<file path="config.mk">
export PLATFORM = sky130hd
export DESIGN_NAME = ghac_queue
export DESIGN_NICKNAME = d
export VERILOG_FILES = /design/src/sv/ghac_pkg.sv /design/src/sv/ghac_queue.sv
export SDC_FILE = /design/constraint.sdc
export NUM_CORES = 1
export LEC_CHECK = 0
export BUFFER_PORTS_ARGS = -buffer_cell sky130_fd_sc_hd__buf_2
export CAP_MARGIN = 20
export CORE_ASPECT_RATIO = 0.6
export CORE_UTILIZATION = 37
export DETAILED_ROUTE_END_ITERATION = 16
export PLACE_DENSITY_LB_ADDON = 0.3
export SYNTH_ARGS = -nofsm -noshare
export SYNTH_HDL_FRONTEND = slang
export SYNTH_SLANG_ARGS = --single-unit
</file>
<file path="constraint.sdc">
create_clock -name clk -period 7 [get_ports clk]
set_input_delay 1.05 -clock clk [delete_from_list [all_inputs] [get_ports clk]]
set_output_delay 1.05 -clock clk [all_outputs]
set_load 0.1 [all_outputs]
</file>
<file path="src/sv/ghac_pkg.sv">
package ghac_pkg;

    localparam int unsigned QUEUE_DEPTH = 2;

    // GCM reduction constant, bit-reflected: 0xE1 followed by zeros
    localparam logic [63:0] GHASH_REDUCE_HIGH = 64'hE100000000000000;

    typedef enum logic [0:0] {
        CFG_HASH_KEY_HIGH = 1'b0,
        CFG_HASH_KEY_LOW  = 1'b1
    } cfg_index_t;

    typedef struct packed {
        logic [63:0] block_high;
        logic [63:0] block_low;
        logic        last_block;
    } in_word_t;

    typedef struct packed {
        logic [63:0] hash_high;
        logic [63:0] hash_low;
        logic        hash_final;
    } out_word_t;

    // GF(2^128) product in GCM bit order (bit 127 holds the x^0 coefficient).
    function automatic logic [127:0] gf128_mul(logic [127:0] a, logic [127:0] b);
        logic [127:0] ar;
        logic [127:0] br;
        logic [254:0] c;
        logic [126:0] h;
        logic [134:0] t;
        logic [6:0]   g;
        logic [127:0] r;
        logic [127:0] z;
        for (int i = 0; i < 128; i++)
        begin
            ar[i] = a[127-i];
            br[i] = b[127-i];
        end
        c = '0;
        for (int i = 0; i < 128; i++)
        begin
            for (int j = 0; j < 128; j++)
            begin
                c[i+j] = c[i+j] ^ (ar[i] & br[j]);
            end
        end
        // fold x^128 and above twice through x^128 = x^7 + x^2 + x + 1
        h = c[254:128];
        t = {7'b0, c[127:0]};
        for (int p = 0; p < 8; p++)
        begin
            if (GHASH_REDUCE_HIGH[63-p])
            begin
                t = t ^ ({8'b0, h} << p);
            end
        end
        g = t[134:128];
        r = t[127:0];
        for (int p = 0; p < 8; p++)
        begin
            if (GHASH_REDUCE_HIGH[63-p])
            begin
                r = r ^ ({121'b0, g} << p);
            end
        end
        for (int i = 0; i < 128; i++)
        begin
            z[i] = r[127-i];
        end
        return z;
    endfunction

endpackage

</file>
<file path="src/sv/ghac_queue.sv">
module ghac_queue #(
    parameter int unsigned DEPTH = ghac_pkg::QUEUE_DEPTH,
    parameter type word_t = ghac_pkg::in_word_t
) (
    input  logic  clk,
    input  logic  rst_n,
    input  logic  push,
    input  word_t wdata,
    output logic  full,
    input  logic  pop,
    output word_t rdata,
    output logic  empty
);

    localparam int unsigned PtrW = $clog2(DEPTH);
    localparam int unsigned CntW = $clog2(DEPTH + 1);
    localparam logic [PtrW-1:0] LastPtr = PtrW'(DEPTH - 1);
    localparam logic [CntW-1:0] FullCnt = CntW'(DEPTH);

    word_t           mem_reg [DEPTH];
    logic [PtrW-1:0] wr_ptr_reg, wr_ptr_next;
    logic [PtrW-1:0] rd_ptr_reg, rd_ptr_next;
    logic [CntW-1:0] count_reg, count_next;
    logic            do_push;
    logic            do_pop;

    assign full    = (count_reg == FullCnt);
    assign empty   = (count_reg == '0);
    assign do_push = push && !full;
    assign do_pop  = pop && !empty;
    assign rdata   = mem_reg[rd_ptr_reg];

    always_comb
    begin
        wr_ptr_next = wr_ptr_reg;
        rd_ptr_next = rd_ptr_reg;
        count_next  = count_reg;
        if (do_push)
        begin
            wr_ptr_next = (wr_ptr_reg == LastPtr) ? '0 : wr_ptr_reg + 1'b1;
        end
        if (do_pop)
        begin
            rd_ptr_next = (rd_ptr_reg == LastPtr) ? '0 : rd_ptr_reg + 1'b1;
        end
        if (do_push && !do_pop)
        begin
            count_next = count_reg + 1'b1;
        end
        else if (do_pop && !do_push)
        begin
            count_next = count_reg - 1'b1;
        end
    end

    always_ff @(posedge clk or negedge rst_n)
    begin
        if (!rst_n)
        begin
            wr_ptr_reg <= '0;
            rd_ptr_reg <= '0;
            count_reg  <= '0;
        end
        else
        begin
            wr_ptr_reg <= wr_ptr_next;
            rd_ptr_reg <= rd_ptr_next;
            count_reg  <= count_next;
        end
    end

    always_ff @(posedge clk)
    begin
        if (do_push)
        begin
            mem_reg[wr_ptr_reg] <= wdata;
        end
    end

endmodule

</file>
==> impl_metrics.csv <==
group,metric,value,unit
outcome,outcome,"completed",
global_route,initial_antenna_violation_count,7,
place,place.port_buffers,263,
worst_setup_path,crit_path_cell_trace,"buf_4, mux2_2, buf_2",
global_route,grt_start_max_net_pins,84,
cells_and_area,fill_cells,2128,
synthesis,netlist.top_cell.by_area,"sky130_fd_sc_hd__edfxtp_1",
timing,setup_viol,0,
worst_setup_path,setup.worst_path.start_class,"register",
worst_setup_path,timing.critical_path.arrival,3.17,ns
synthesis,post_synth_instance_area,9530,sq um
route,drt_drc_violations_left,0,
synthesis,synth_cell_type_count,15,
cts,post_cts_hold_buffer_count,0,
worst_setup_path,critical_path.reg2reg.startpoint,"count_reg[0]",
cells_and_area,final_net_count,837,
worst_setup_path,regToRegEndpoint,"mem_reg[1][91]",
global_route,grt_overflow_total,0,
worst_setup_path,setup.worst_path.end_class,"output pin",
cells_and_area,area_delta_synth_final,27.8,%
synthesis,synth.top_cell.area_share,81.3,%
synthesis,synth_sequential_area_ratio,82.3,%
cts,postCtsSetupBuffers,0,
synthesis,synthesis.instances,420,
floorplanning,die_height,126,um
floorplanning,core_area,25300,sq um
cts,tritoncts.num_buffers,26,
route,routed_wirelength,18.7,mm
cells_and_area,flip_flop_count_of_the_largest_register_all_copies_and_words_added,258,
timing,maxSlewViolCount,0,
worst_setup_path,cpMaxStageDelayCell,"sky130_fd_sc_hd__dfrtp_4",
timing,final_critical_path_setup_slack,2.78,ns
route,drc_violation_total_after_the_first_tritonroute_iteration,266,
timing,layout_worst_path_cycle_share,60.2,%
worst_setup_path,crit_fanout,73,
cts,cts_resized,0,
worst_setup_path,worst_reg_to_reg_path_cell_count,4,
floorplanning,chipWidth,209,um
cells_and_area,final_core_util,48.2,%
synthesis,ys_top_cells_by_area,"sky130_fd_sc_hd__edfxtp_1 81%, sky130_fd_sc_hd__mux2_2 15%, sky130_fd_sc_hd__buf_6 1.2%",
place,finalWeightedCongestion,0.762,
timing,totalNegativeSetupSlack,0,ns
worst_setup_path,max_incr_delay_on_cp,1.08,ns
place,placed_cells,1002,
cells_and_area,layout-drive-gt1-share,61.4,%
synthesis,yosys_warnings,0,
route,vias,4876,
synthesis,synthesized_flop_and_latch_total,262,
route,via_per_instance_ratio,4.63,
synthesis,synthesized_area_divided_by_synthesized_cell_count,22.7,sq um
global_route,grt_first_pass_wirelength,28.2,mm
route,post_drt_wl_per_cell,17.8,um
floorplanning,die-area,26400,sq um
route,drt_pre_antenna_iters,4,
synthesis,postSynthNetCount,554,
worst_setup_path,critPathKind,"register to output pin",
place,dpl_worst_slack,3.30,ns
floorplanning,floorplan.rows,45,
timing,worst_slew_pin_slew,1.00,ns
cts,clockRootBuffer,"sky130_fd_sc_hd__clkbuf_16",
cts,clk_path_buf_depth,3,
flow_run,max_cap_violations,0,
floorplanning,design.portCount,264,
cts,worst_setup_hold_path_clk_slew,0.06,ns
place,dp_hpwl,12.1,mm
cells_and_area,stdcell_count,1054,
cts,clock_tree.htree_level_count,1,
route,drt.antenna.violating_nets,0,
global_route,first_global_vias,4985,
worst_hold_path,hold_path.class,"input port to async pin",
timing,finalHoldViolations,0,
cts,cts_sinks,262,
worst_setup_path,rrSetupSlack,4.47,ns
timing,max_freq,237,MHz
cts,clock_latency,0.53,ns
timing,rsz_0062_raised_after_global_routing,"false",
timing,final.setup_skew,0.00839,ns
global_route,groute.usage.overall,13.9,%
cts,cts_tree,"done",
timing,layout_min_cycle_time,4.22,ns
floorplanning,floorplan.initialDensity,37.7,%
worst_setup_path,cp.required,5.95,ns
timing,slew_headroom,33.2,%
[through the flow]
step           hold slack [ns]  area, sq um
2_1_floorplan            0.479         9530
3_3_place_gp             0.499        11200
3_5_place_dp             0.516        11200
4_1_cts                  0.283        12100
5_1_grt                  0.283        12200
6_report                 0.316        12200
[synth_stat cells]
cell type and instances:
sky130_fd_sc_hd__and3_1 1, sky130_fd_sc_hd__buf_2 3, sky130_fd_sc_hd__buf_4 1, sky130_fd_sc_hd__buf_6 10, sky130_fd_sc_hd__dfrtp_1 4, sky130_fd_sc_hd__edfxtp_1 258, sky130_fd_sc_hd__ha_1 1, sky130_fd_sc_hd__inv_1 2
sky130_fd_sc_hd__mux2_2 129, sky130_fd_sc_hd__nand2_1 1, sky130_fd_sc_hd__nand2b_1 1, sky130_fd_sc_hd__nor2_1 3, sky130_fd_sc_hd__o21ai_0 1, sky130_fd_sc_hd__xnor2_1 3, sky130_fd_sc_hd__xor2_1 2
[layout make-up]
cell class / instances / area (sq um) / area share, %
diodes: 2 / 5.00 / 0.0411
clock inverters: 16 / 214 / 1.76
well taps: 329 / 412 / 3.38
flip-flops and latches: 262 / 7850 / 64.5
repair buffers: 269 / 1400 / 11.5
inverters: 2 / 7.51 / 0.0616
clock buffers: 32 / 734 / 6.03
multi-input cells: 142 / 1550 / 12.8
[per-layer routing]
layer  routed length, um  up-vias  GRT usage (%)
met5                  39        -              0
met4                 325        6           3.59
met3                1840       38           5.74
met2                8220      190           20.6
met1                8320     2396           18.9
li1                    -     2246              -
[critical path, delay by kind of cell (launching register included)]
kind	cells	cell delay, ns
muxes	1	0.31
buffers and inverters	2	1.16
DFF	1	1.08
[layout by cell type, fill, tap and decap left out]
| cell | count |
|---|---|
| sky130_fd_sc_hd__and3_4 | 1 |
| sky130_fd_sc_hd__buf_16 | 2 |
| sky130_fd_sc_hd__buf_2 | 263 |
| sky130_fd_sc_hd__buf_4 | 4 |
| sky130_fd_sc_hd__bufinv_16 | 5 |
| sky130_fd_sc_hd__clkbuf_1 | 1 |
| sky130_fd_sc_hd__clkbuf_16 | 27 |
| sky130_fd_sc_hd__clkbuf_8 | 4 |
| sky130_fd_sc_hd__clkinv_1 | 4 |
| sky130_fd_sc_hd__clkinv_2 | 3 |
| sky130_fd_sc_hd__clkinvlp_4 | 3 |
| sky130_fd_sc_hd__dfrtp_1 | 3 |
| sky130_fd_sc_hd__dfrtp_4 | 1 |
| sky130_fd_sc_hd__diode_2 | 2 |
| sky130_fd_sc_hd__edfxtp_1 | 258 |
| sky130_fd_sc_hd__ha_1 | 1 |
| sky130_fd_sc_hd__inv_1 | 2 |
| sky130_fd_sc_hd__inv_8 | 1 |
| sky130_fd_sc_hd__mux2_2 | 129 |
| sky130_fd_sc_hd__nand2_1 | 1 |
| sky130_fd_sc_hd__nand2b_1 | 1 |
| sky130_fd_sc_hd__nor2_1 | 2 |
| sky130_fd_sc_hd__nor2_4 | 1 |
| sky130_fd_sc_hd__o21ai_0 | 1 |
| sky130_fd_sc_hd__xnor2_1 | 3 |
| sky130_fd_sc_hd__xor2_1 | 2 |
[worst max path at each step]
stage,startpoint,endpoint,slack [ns],cells after the start
floorplan,push,mem_reg[0][0],2.06,2
global placement,rd_ptr_reg,rdata[47],3.37,3
detailed placement,rd_ptr_reg,rdata[47],3.30,3
CTS,rd_ptr_reg,rdata[47],2.70,3
global route,rd_ptr_reg,rdata[47],2.56,3
finish,rd_ptr_reg,rdata[14],2.78,3
[cell families (layout without fill, tap and decap cells)]
| group | count (synthesis) | after routing | synth area share [%] |
|---|---|---|---|
| adders and majority gates | 1 | 1 | 0.131 |
| DFF | 262 | 262 | 82.3 |
| and+or+nand+nor | 6 | 6 | 0.289 |
| buffers and inverters | 16 | 319 | 1.50 |
| muxes | 129 | 129 | 15.2 |
| other | 0 | 2 | 0 |
| AOI/OAI and AO/OA | 1 | 1 | 0.0525 |
| xor gates and xnor gates | 5 | 5 | 0.460 |
Power is not shown: default switching activity piles up to over one toggle a cycle in this logic, so the estimate is an artifact.
